**config.mk**
```make
export PLATFORM = sky130hd
export DESIGN_NAME = rgb565_three_to_five_row_scaler_core
export DESIGN_NICKNAME = d
export VERILOG_FILES = /design/src/sv/rgbscl_pkg.sv /design/src/sv/rgbscl_front.sv /design/src/sv/rgbscl_queue.sv /design/src/sv/rgbscl_back.sv /design/src/sv/rgb565_three_to_five_row_scaler_core.sv
export SDC_FILE = /design/constraint.sdc
export NUM_CORES = 1
export LEC_CHECK = 0
export ABC_AREA = 1
export BUFFER_PORTS_ARGS = -buffer_cell sky130_fd_sc_hd__buf_2
export CORE_UTILIZATION = 60
export CTS_CLUSTER_SIZE = 28
export DETAILED_ROUTE_END_ITERATION = 16
export PLACE_DENSITY_LB_ADDON = 0.08
export REMOVE_ABC_BUFFERS = 1
export SLEW_MARGIN = 20
export SYNTH_ARGS = -nofsm -noshare
export SYNTH_HDL_FRONTEND = slang
export SYNTH_HIERARCHICAL = 1
export SYNTH_SLANG_ARGS = --single-unit
```
**constraint.sdc**
```tcl
create_clock -name aclk -period 6.7 [get_ports aclk]
set_input_delay 1.34 -clock aclk [delete_from_list [all_inputs] [get_ports aclk]]
set_output_delay 1.34 -clock aclk [all_outputs]
set_load 0.1 [all_outputs]
```
**src/sv/rgbscl_pkg.sv**
```systemverilog
// Shared types, constants and helpers for the 3-to-5 row RGB565 scaler.
`timescale 1ns / 1ps
package rgbscl_pkg;

    localparam int PixW     = 16;
    localparam int ColW     = 10;
    localparam int BandW    = 9;
    localparam int CoordW   = 11;
    localparam int YBaseW   = 12;
    localparam int Rows     = 5;
    localparam int RowSelW  = 3;
    localparam int InDataW  = 48;
    localparam int OutDataW = 40;
    localparam int AddrW    = 4;
    localparam int ApbW     = 32;

    localparam logic [9:0]  SrcWidthRst   = 10'd160;
    localparam logic [9:0]  SrcHeightRst  = 10'd160;
    localparam logic [10:0] RowLimitRst   = 11'd240;

    typedef enum logic [1:0] {
        REG_SRC_WIDTH   = 2'd0,
        REG_SRC_HEIGHT  = 2'd1,
        REG_ROW_LIMIT   = 2'd2,
        REG_UNUSED      = 2'd3
    } reg_idx_t;

    typedef struct packed {
        logic [9:0]  src_width;
        logic [9:0]  src_height;
        logic [10:0] row_limit;
    } cfg_t;

    // One column of work: the five candidate pixels and where they go.
    typedef struct packed {
        logic [Rows-1:0][PixW-1:0] px;
        logic [CoordW-1:0]         dest_x;
        logic [YBaseW-1:0]         y_base;
        logic [Rows-1:0]           row_mask;
    } job_t;

    typedef struct packed {
        logic push;
        job_t job;
    } q_wr_t;

    typedef struct packed {
        logic valid;
        job_t job;
    } q_rd_t;

    // Per-channel floor average, no carry between channels.
    function automatic logic [PixW-1:0] avg565(input logic [PixW-1:0] a,
                                               input logic [PixW-1:0] b);
        logic [5:0] r;
        logic [6:0] g;
        logic [5:0] bl;
        r  = {1'b0, a[15:11]} + {1'b0, b[15:11]};
        g  = {1'b0, a[10:5]}  + {1'b0, b[10:5]};
        bl = {1'b0, a[4:0]}   + {1'b0, b[4:0]};
        return {r[5:1], g[6:1], bl[5:1]};
    endfunction

endpackage

```
**src/sv/rgbscl_front.sv**
```systemverilog
// Front end: accepts input columns, tracks position, builds jobs with row masks.
`timescale 1ns / 1ps
module rgbscl_front (
    input  logic                                aclk,
    input  logic                                aresetn,
    input  rgbscl_pkg::cfg_t                    cfg,
    input  logic                                s_tvalid,
    output logic                                s_tready,
    input  logic [rgbscl_pkg::InDataW-1:0]      s_tdata,
    input  logic                                q_full,
    output rgbscl_pkg::q_wr_t                   q_wr
);

    logic [rgbscl_pkg::ColW-1:0]   col_reg, col_next;
    logic [rgbscl_pkg::BandW-1:0]  band_reg, band_next;
    logic [rgbscl_pkg::ColW:0]     col_plus;
    logic [rgbscl_pkg::BandW:0]    band_plus;
    logic [rgbscl_pkg::YBaseW-1:0] band_plus3;
    logic [rgbscl_pkg::YBaseW-1:0] y_base;
    logic [rgbscl_pkg::PixW-1:0]   top_px, mid_px, bot_px;
    logic [rgbscl_pkg::Rows-1:0]   mask;
    logic                          accept;

    assign s_tready = !q_full;
    assign accept   = s_tvalid && s_tready;

    assign top_px = s_tdata[15:0];
    assign mid_px = s_tdata[31:16];
    assign bot_px = s_tdata[47:32];

    // 5 * band as shift and add
    assign y_base = {1'b0, band_reg, 2'b00} + {3'b000, band_reg};

    always_comb begin
        for (int k = 0; k < rgbscl_pkg::Rows; k++) begin
            mask[k] = (y_base + rgbscl_pkg::YBaseW'(k)) < {1'b0, cfg.row_limit};
        end
    end

    always_comb begin
        q_wr.push            = accept && (mask != '0);
        q_wr.job.px[0]       = top_px;
        q_wr.job.px[1]       = rgbscl_pkg::avg565(top_px, mid_px);
        q_wr.job.px[2]       = mid_px;
        q_wr.job.px[3]       = rgbscl_pkg::avg565(mid_px, bot_px);
        q_wr.job.px[4]       = bot_px;
        q_wr.job.dest_x      = {col_reg, 1'b0};
        q_wr.job.y_base      = y_base;
        q_wr.job.row_mask    = mask;
    end

    assign col_plus   = {1'b0, col_reg} + 1'b1;
    assign band_plus  = {1'b0, band_reg} + 1'b1;
    assign band_plus3 = {1'b0, band_plus, 1'b0} + {2'b00, band_plus};

    always_comb begin
        col_next  = col_reg;
        band_next = band_reg;
        if (accept) begin
            if (col_plus >= {1'b0, cfg.src_width}) begin
                col_next = '0;
                if (band_plus3 >= {2'b00, cfg.src_height}) begin
                    band_next = '0;
                end else begin
                    band_next = band_plus[rgbscl_pkg::BandW-1:0];
                end
            end else begin
                col_next = col_plus[rgbscl_pkg::ColW-1:0];
            end
        end
    end

    always_ff @(posedge aclk) begin
        if (!aresetn) begin
            col_reg  <= '0;
            band_reg <= '0;
        end else begin
            col_reg  <= col_next;
            band_reg <= band_next;
        end
    end

endmodule

```
**src/sv/rgbscl_queue.sv**
```systemverilog
// Two-entry job queue between front and back ends.
`timescale 1ns / 1ps
module rgbscl_queue (
    input  logic               aclk,
    input  logic               aresetn,
    input  rgbscl_pkg::q_wr_t  q_wr,
    output logic               q_full,
    output rgbscl_pkg::q_rd_t  q_rd,
    input  logic               q_pop
);

    rgbscl_pkg::job_t entry_reg [2];
    logic             wr_ptr_reg, wr_ptr_next;
    logic             rd_ptr_reg, rd_ptr_next;
    logic [1:0]       count_reg, count_next;
    logic             do_pop;

    assign q_full     = (count_reg == 2'd2);
    assign q_rd.valid = (count_reg != 2'd0);
    assign q_rd.job   = entry_reg[rd_ptr_reg];
    assign do_pop     = q_pop && q_rd.valid;

    always_comb begin
        wr_ptr_next = wr_ptr_reg ^ q_wr.push;
        rd_ptr_next = rd_ptr_reg ^ do_pop;
        count_next  = count_reg + {1'b0, q_wr.push} - {1'b0, do_pop};
    end

    always_ff @(posedge aclk) begin
        if (q_wr.push) begin
            entry_reg[wr_ptr_reg] <= q_wr.job;
        end
    end

    always_ff @(posedge aclk) begin
        if (!aresetn) begin
            wr_ptr_reg <= 1'b0;
            rd_ptr_reg <= 1'b0;
            count_reg  <= 2'd0;
        end else begin
            wr_ptr_reg <= wr_ptr_next;
            rd_ptr_reg <= rd_ptr_next;
            count_reg  <= count_next;
        end
    end

endmodule

```
**src/sv/rgbscl_back.sv**
```systemverilog
// Back end: walks the kept rows of the head job, one result per cycle while the output is not stalled.
`timescale 1ns / 1ps
module rgbscl_back (
    input  logic                                aclk,
    input  logic                                aresetn,
    input  rgbscl_pkg::q_rd_t                   q_rd,
    output logic                                q_pop,
    output logic                                m_tvalid,
    input  logic                                m_tready,
    output logic [rgbscl_pkg::OutDataW-1:0]     m_tdata,
    output logic                                m_tlast
);

    logic [rgbscl_pkg::Rows-1:0]    rem_reg, rem_next;
    logic                           started_reg, started_next;
    logic                           valid_reg, valid_next;
    logic [rgbscl_pkg::PixW-1:0]    pixel_reg;
    logic [rgbscl_pkg::CoordW-1:0]  x_reg;
    logic [rgbscl_pkg::CoordW-1:0]  y_reg;
    logic                           last_reg;
    logic [rgbscl_pkg::Rows-1:0]    cur_mask;
    logic [rgbscl_pkg::Rows-1:0]    left_mask;
    logic [rgbscl_pkg::RowSelW-1:0] sel;
    logic [rgbscl_pkg::YBaseW-1:0]  y_full;
    logic                           out_free;
    logic                           emit;

    assign cur_mask = started_reg ? rem_reg : q_rd.job.row_mask;

    // lowest kept row first
    always_comb begin
        sel = '0;
        for (int k = rgbscl_pkg::Rows - 1; k >= 0; k--) begin
            if (cur_mask[k]) begin
                sel = rgbscl_pkg::RowSelW'(k);
            end
        end
    end

    always_comb begin
        left_mask      = cur_mask;
        left_mask[sel] = 1'b0;
    end

    assign out_free = !valid_reg || m_tready;
    assign emit     = out_free && q_rd.valid;
    assign q_pop    = emit && (left_mask == '0);
    assign y_full   = q_rd.job.y_base + {{(rgbscl_pkg::YBaseW - rgbscl_pkg::RowSelW){1'b0}}, sel};

    always_comb begin
        rem_next     = rem_reg;
        started_next = started_reg;
        valid_next   = valid_reg;
        if (out_free) begin
            valid_next = q_rd.valid;
        end
        if (emit) begin
            rem_next     = left_mask;
            started_next = (left_mask != '0);
        end
    end

    always_ff @(posedge aclk) begin
        if (!aresetn) begin
            rem_reg     <= '0;
            started_reg <= 1'b0;
            valid_reg   <= 1'b0;
        end else begin
            rem_reg     <= rem_next;
            started_reg <= started_next;
            valid_reg   <= valid_next;
        end
    end

    always_ff @(posedge aclk) begin
        if (emit) begin
            pixel_reg <= q_rd.job.px[sel];
            x_reg     <= q_rd.job.dest_x;
            y_reg     <= y_full[rgbscl_pkg::CoordW-1:0];
            last_reg  <= (left_mask == '0);
        end
    end

    assign m_tvalid = valid_reg;
    assign m_tdata  = {2'b00, y_reg, x_reg, pixel_reg};
    assign m_tlast  = last_reg;

endmodule

```
**src/sv/rgb565_three_to_five_row_scaler_core.sv**
```systemverilog
// Top level of the RGB565 vertical 3-to-5 row scaler with column doubling.
//
// channel  | dir | handshake          | content
// ---------+-----+--------------------+-----------------------------------------
// s_       | in  | s_tvalid/s_tready  | one column of a 3-row source band
// m_       | out | m_tvalid/m_tready  | one destination pixel with coordinates
// APB      | in  | psel/penable/pready| src_width, src_height, row_limit
//
// The back end gives one result per cycle while m_tready allows, so a column with
// all five rows kept yields five results; its single output register sets that pace.
// A column whose rows are all suppressed is dropped in the front end and never queued.
// A two-job queue lets the front end keep taking columns while results stall.
// Synchronous active-low reset clears counters, queue and output valid;
// registers return to 160/160/240.
`timescale 1ns / 1ps
module rgb565_three_to_five_row_scaler_core (
    input  logic                                aclk,
    input  logic                                aresetn,
    input  logic                                s_tvalid,
    output logic                                s_tready,
    // [15:0] top_pixel, [31:16] middle_pixel, [47:32] bottom_pixel
    input  logic [rgbscl_pkg::InDataW-1:0]      s_tdata,
    output logic                                m_tvalid,
    input  logic                                m_tready,
    // [15:0] pixel, [26:16] dest_x, [37:27] dest_y, [39:38] zero
    output logic [rgbscl_pkg::OutDataW-1:0]     m_tdata,
    output logic                                m_tlast,
    input  logic                                psel,
    input  logic                                penable,
    input  logic                                pwrite,
    input  logic [rgbscl_pkg::AddrW-1:0]        paddr,
    input  logic [rgbscl_pkg::ApbW-1:0]         pwdata,
    output logic [rgbscl_pkg::ApbW-1:0]         prdata,
    output logic                                pready
);

    rgbscl_pkg::cfg_t     cfg_reg, cfg_next;
    rgbscl_pkg::reg_idx_t reg_idx;
    rgbscl_pkg::q_wr_t    q_wr;
    rgbscl_pkg::q_rd_t    q_rd;
    logic                 q_full;
    logic                 q_pop;
    logic                 wr_en;

    assign pready  = 1'b1;
    assign reg_idx = rgbscl_pkg::reg_idx_t'(paddr[3:2]);
    assign wr_en   = psel && penable && pwrite && pready;

    always_comb begin
        cfg_next = cfg_reg;
        if (wr_en) begin
            case (reg_idx)
                rgbscl_pkg::REG_SRC_WIDTH:  cfg_next.src_width  = pwdata[9:0];
                rgbscl_pkg::REG_SRC_HEIGHT: cfg_next.src_height = pwdata[9:0];
                rgbscl_pkg::REG_ROW_LIMIT:  cfg_next.row_limit  = pwdata[10:0];
                default: ;
            endcase
        end
    end

    always_comb begin
        case (reg_idx)
            rgbscl_pkg::REG_SRC_WIDTH:  prdata = {22'd0, cfg_reg.src_width};
            rgbscl_pkg::REG_SRC_HEIGHT: prdata = {22'd0, cfg_reg.src_height};
            rgbscl_pkg::REG_ROW_LIMIT:  prdata = {21'd0, cfg_reg.row_limit};
            default:                    prdata = '0;
        endcase
    end

    always_ff @(posedge aclk) begin
        if (!aresetn) begin
            cfg_reg.src_width  <= rgbscl_pkg::SrcWidthRst;
            cfg_reg.src_height <= rgbscl_pkg::SrcHeightRst;
            cfg_reg.row_limit  <= rgbscl_pkg::RowLimitRst;
        end else begin
            cfg_reg <= cfg_next;
        end
    end

    rgbscl_front u_front (
        .aclk     (aclk),
        .aresetn  (aresetn),
        .cfg      (cfg_reg),
        .s_tvalid (s_tvalid),
        .s_tready (s_tready),
        .s_tdata  (s_tdata),
        .q_full   (q_full),
        .q_wr     (q_wr)
    );

    rgbscl_queue u_queue (
        .aclk    (aclk),
        .aresetn (aresetn),
        .q_wr    (q_wr),
        .q_full  (q_full),
        .q_rd    (q_rd),
        .q_pop   (q_pop)
    );

    rgbscl_back u_back (
        .aclk     (aclk),
        .aresetn  (aresetn),
        .q_rd     (q_rd),
        .q_pop    (q_pop),
        .m_tvalid (m_tvalid),
        .m_tready (m_tready),
        .m_tdata  (m_tdata),
        .m_tlast  (m_tlast)
    );

endmodule

```
==> run_results.csv <==
group,metric,value,unit
status,status,"finished clean",
clock_tree,cts-root-buf,"clkbuf_16",
worst_hold_path,holdPathStages,2,
timing,hold_ws,0.435,ns
setup_path,critPathCaptureType,"flop",
setup_path,path_depth,21,
setup_path,crit_family,"adder cells",
worst_hold_path,holdCritStartpoint,"u_back/rem_reg[0]$_SDFFE_PN0P_",
synth,syn_area,0.0181,mm2
setup_path,path_cells,"ha_1, fa_1, ha_1, inv_1, nor2_1, nand2_1, xor2_1, inv_1, ha_1, nand2_1, o21a_1, nand2_1, nand2_1, nand2_1, a21oi_1, nand3_1, nand2_1, nor2_1, nor2_1, ha_4, buf_12",
drt,drt-pass1-iter-count,5,
floorplanning,ios,167,
synth,synth.avg_cell_area,10.1,um2
setup_path,r2r_cells,21,
timing,min_period,5.44,ns
clock_tree,cts.hold.buffers_added,0,
floorplanning,fp.dieH,175,um
drt,drtIter0Drc,727,
drt,ant_nets,0,
clock_tree,clock-sinks,315,
setup_path,arrival,5.61,ns
setup_path,path_max_fanout,52,
clock_tree,path_clk_slew,0.06,ns
clock_tree,clk_latency,0.52,ns
global_routing,grt_overflow_total,0,
worst_hold_path,hold_path.class,"reg -> reg",
global_routing,grt_pass1_wl,58500,um
layout,drive_above_1_share,0.190,
setup_path,setup.worst_path.start,"u_front/band_reg[0]$_SDFFE_PN0P_",
clock_tree,ctsResizeCount,0,
layout,synthToLayoutAreaGrowth,9.07,%
synth,synth_warnings,6,
layout,fill_cells,2365,
setup_path,worstSetupStartpointType,"flop",
drt,drc_errors,0,
drt,vias_per_cell,5.34,
layout,mostFrequentLayoutCells,"351 x nand2_1, 253 x edfxtp_1, 197 x inv_1, 123 x ha_1, 122 x nor2_1",
drt,vias,12200,
layout,largest_reg_flops,214,
floorplanning,num_rows,63,
timing,worstMarginPinSlew,1.15,ns
placed_design,gp_congestion,0.862,
placed_design,dp_hpwl,24900,um
clock_tree,cts-buffers-inserted,35,
layout,stdcell_area,0.0197,mm2
pwr,p_per_area,263,mW/mm2
layout,final_nets,2089,
timing,grt_setup_unrepaired,"false",
timing,drv_slew,0,
clock_tree,post_cts_buffers,0,
floorplanning,die_w,175,um
placed_design,place_area,0.0185,mm2
global_routing,grt_usage,0.238,
clock_tree,cts-htree-levels,2,
global_routing,antenna_found_initial,1,
timing,setup_violations,0,
drt,routedWlPerCell,16.0,um
global_routing,grt_max_degree,58,
setup_path,worst_ep_required_time,6.87,ns
timing,maxSlewHeadroom,0.228,
placed_design,io_buffers,119,
setup_path,cp_common_cell,"nand2_1",
drt,routed_wl,36600,um
timing,timing_hold_violations_final,0,
setup_path,path_class,"reg -> reg",
clock_tree,tritoncts,"built",
setup_path,cpMaxStageDelayCell,"fa_1",
run,maxCapViolCount,0,
setup_path,r2r_start,"u_front/band_reg[0]$_SDFFE_PN0P_",
floorplanning,dieArea,0.0308,mm2
clock_tree,clk_path_buf_depth,3,
floorplanning,coreArea,0.0296,mm2
global_routing,grt_pass1_vias,11900,
setup_path,crit_buf_inv,3,
timing,tns,0,ns
synth,syn_inst,1795,
floorplanning,start_util,0.609,
timing,skew,0.0255,ns
timing,fmax,0.184,GHz
pwr,ir_drop,161,uV
timing,period_share,0.812,
layout,mostFrequentLayoutCell,"nand2_1",
pwr,leakage,8.56,nW
setup_path,critPathMaxStageDelay,0.73,ns
## stage by stage
stage	setup slack, ns	total power [mW]	instances	utilization
4_1_cts	1.24	5.23	2283	0.664
5_1_grt	0.812	5.36	2284	0.665
6_report	1.26	5.18	2284	0.665
3_5_place_dp	1.27	3.28	2219	0.625
2_1_floorplan	0.470	3.08	1704	-
3_3_place_gp	1.30	3.26	2219	0.625
## worst min-delay path, stage by stage, from the launching register on
cell and delay, ns:
dfxtp_1 0.31, nand2_1 0.05, nor2_1 0.04
## path summary, 6_finish.rpt
kind,end,slack (ns)
setup / recovery,u_queue/entry_reg[0][32]$_DFFE_PP_,1.26
hold / removal,u_back/rem_reg[0]$_SDFFE_PN0P_,0.43
setup reg to reg,u_queue/entry_reg[0][32]$_DFFE_PP_,1.26
hold reg to reg,u_back/rem_reg[0]$_SDFFE_PN0P_,0.43
## layer usage
| metal | GRT usage | up-vias | wire length [um] |
|---|---|---|---|
| met5 | 0 | - | 0 |
| met4 | 0.0721 | 0 | 878 |
| met3 | 0.0333 | 60 | 1720 |
| met2 | 0.412 | 289 | 17900 |
| met1 | 0.310 | 5788 | 16100 |
| li1 | - | 6069 | - |
## final cells by class
| cell class | count | area, um2 | area share |
|---|---|---|---|
| multi-input cells | 1176 | 7720 | 0.392 |
| repair buffers | 125 | 666 | 0.0338 |
| flip-flops and latches | 315 | 8840 | 0.449 |
| clock inverters | 22 | 243 | 0.0123 |
| well taps | 390 | 488 | 0.0248 |
| diodes | 1 | 2.50 | 0.000127 |
| inverters | 213 | 811 | 0.0412 |
| clock buffers | 42 | 923 | 0.0469 |
## where the power goes
group,total (mW),leakage (nW),switching [mW],internal [mW]
sequential,2.37,2.85,0.0472,2.32
clock,1.94,0.577,0.758,1.18
combinational,0.876,5.14,0.680,0.196
total,5.18,8.56,1.49,3.69
Power figures use the tool's default switching activity.
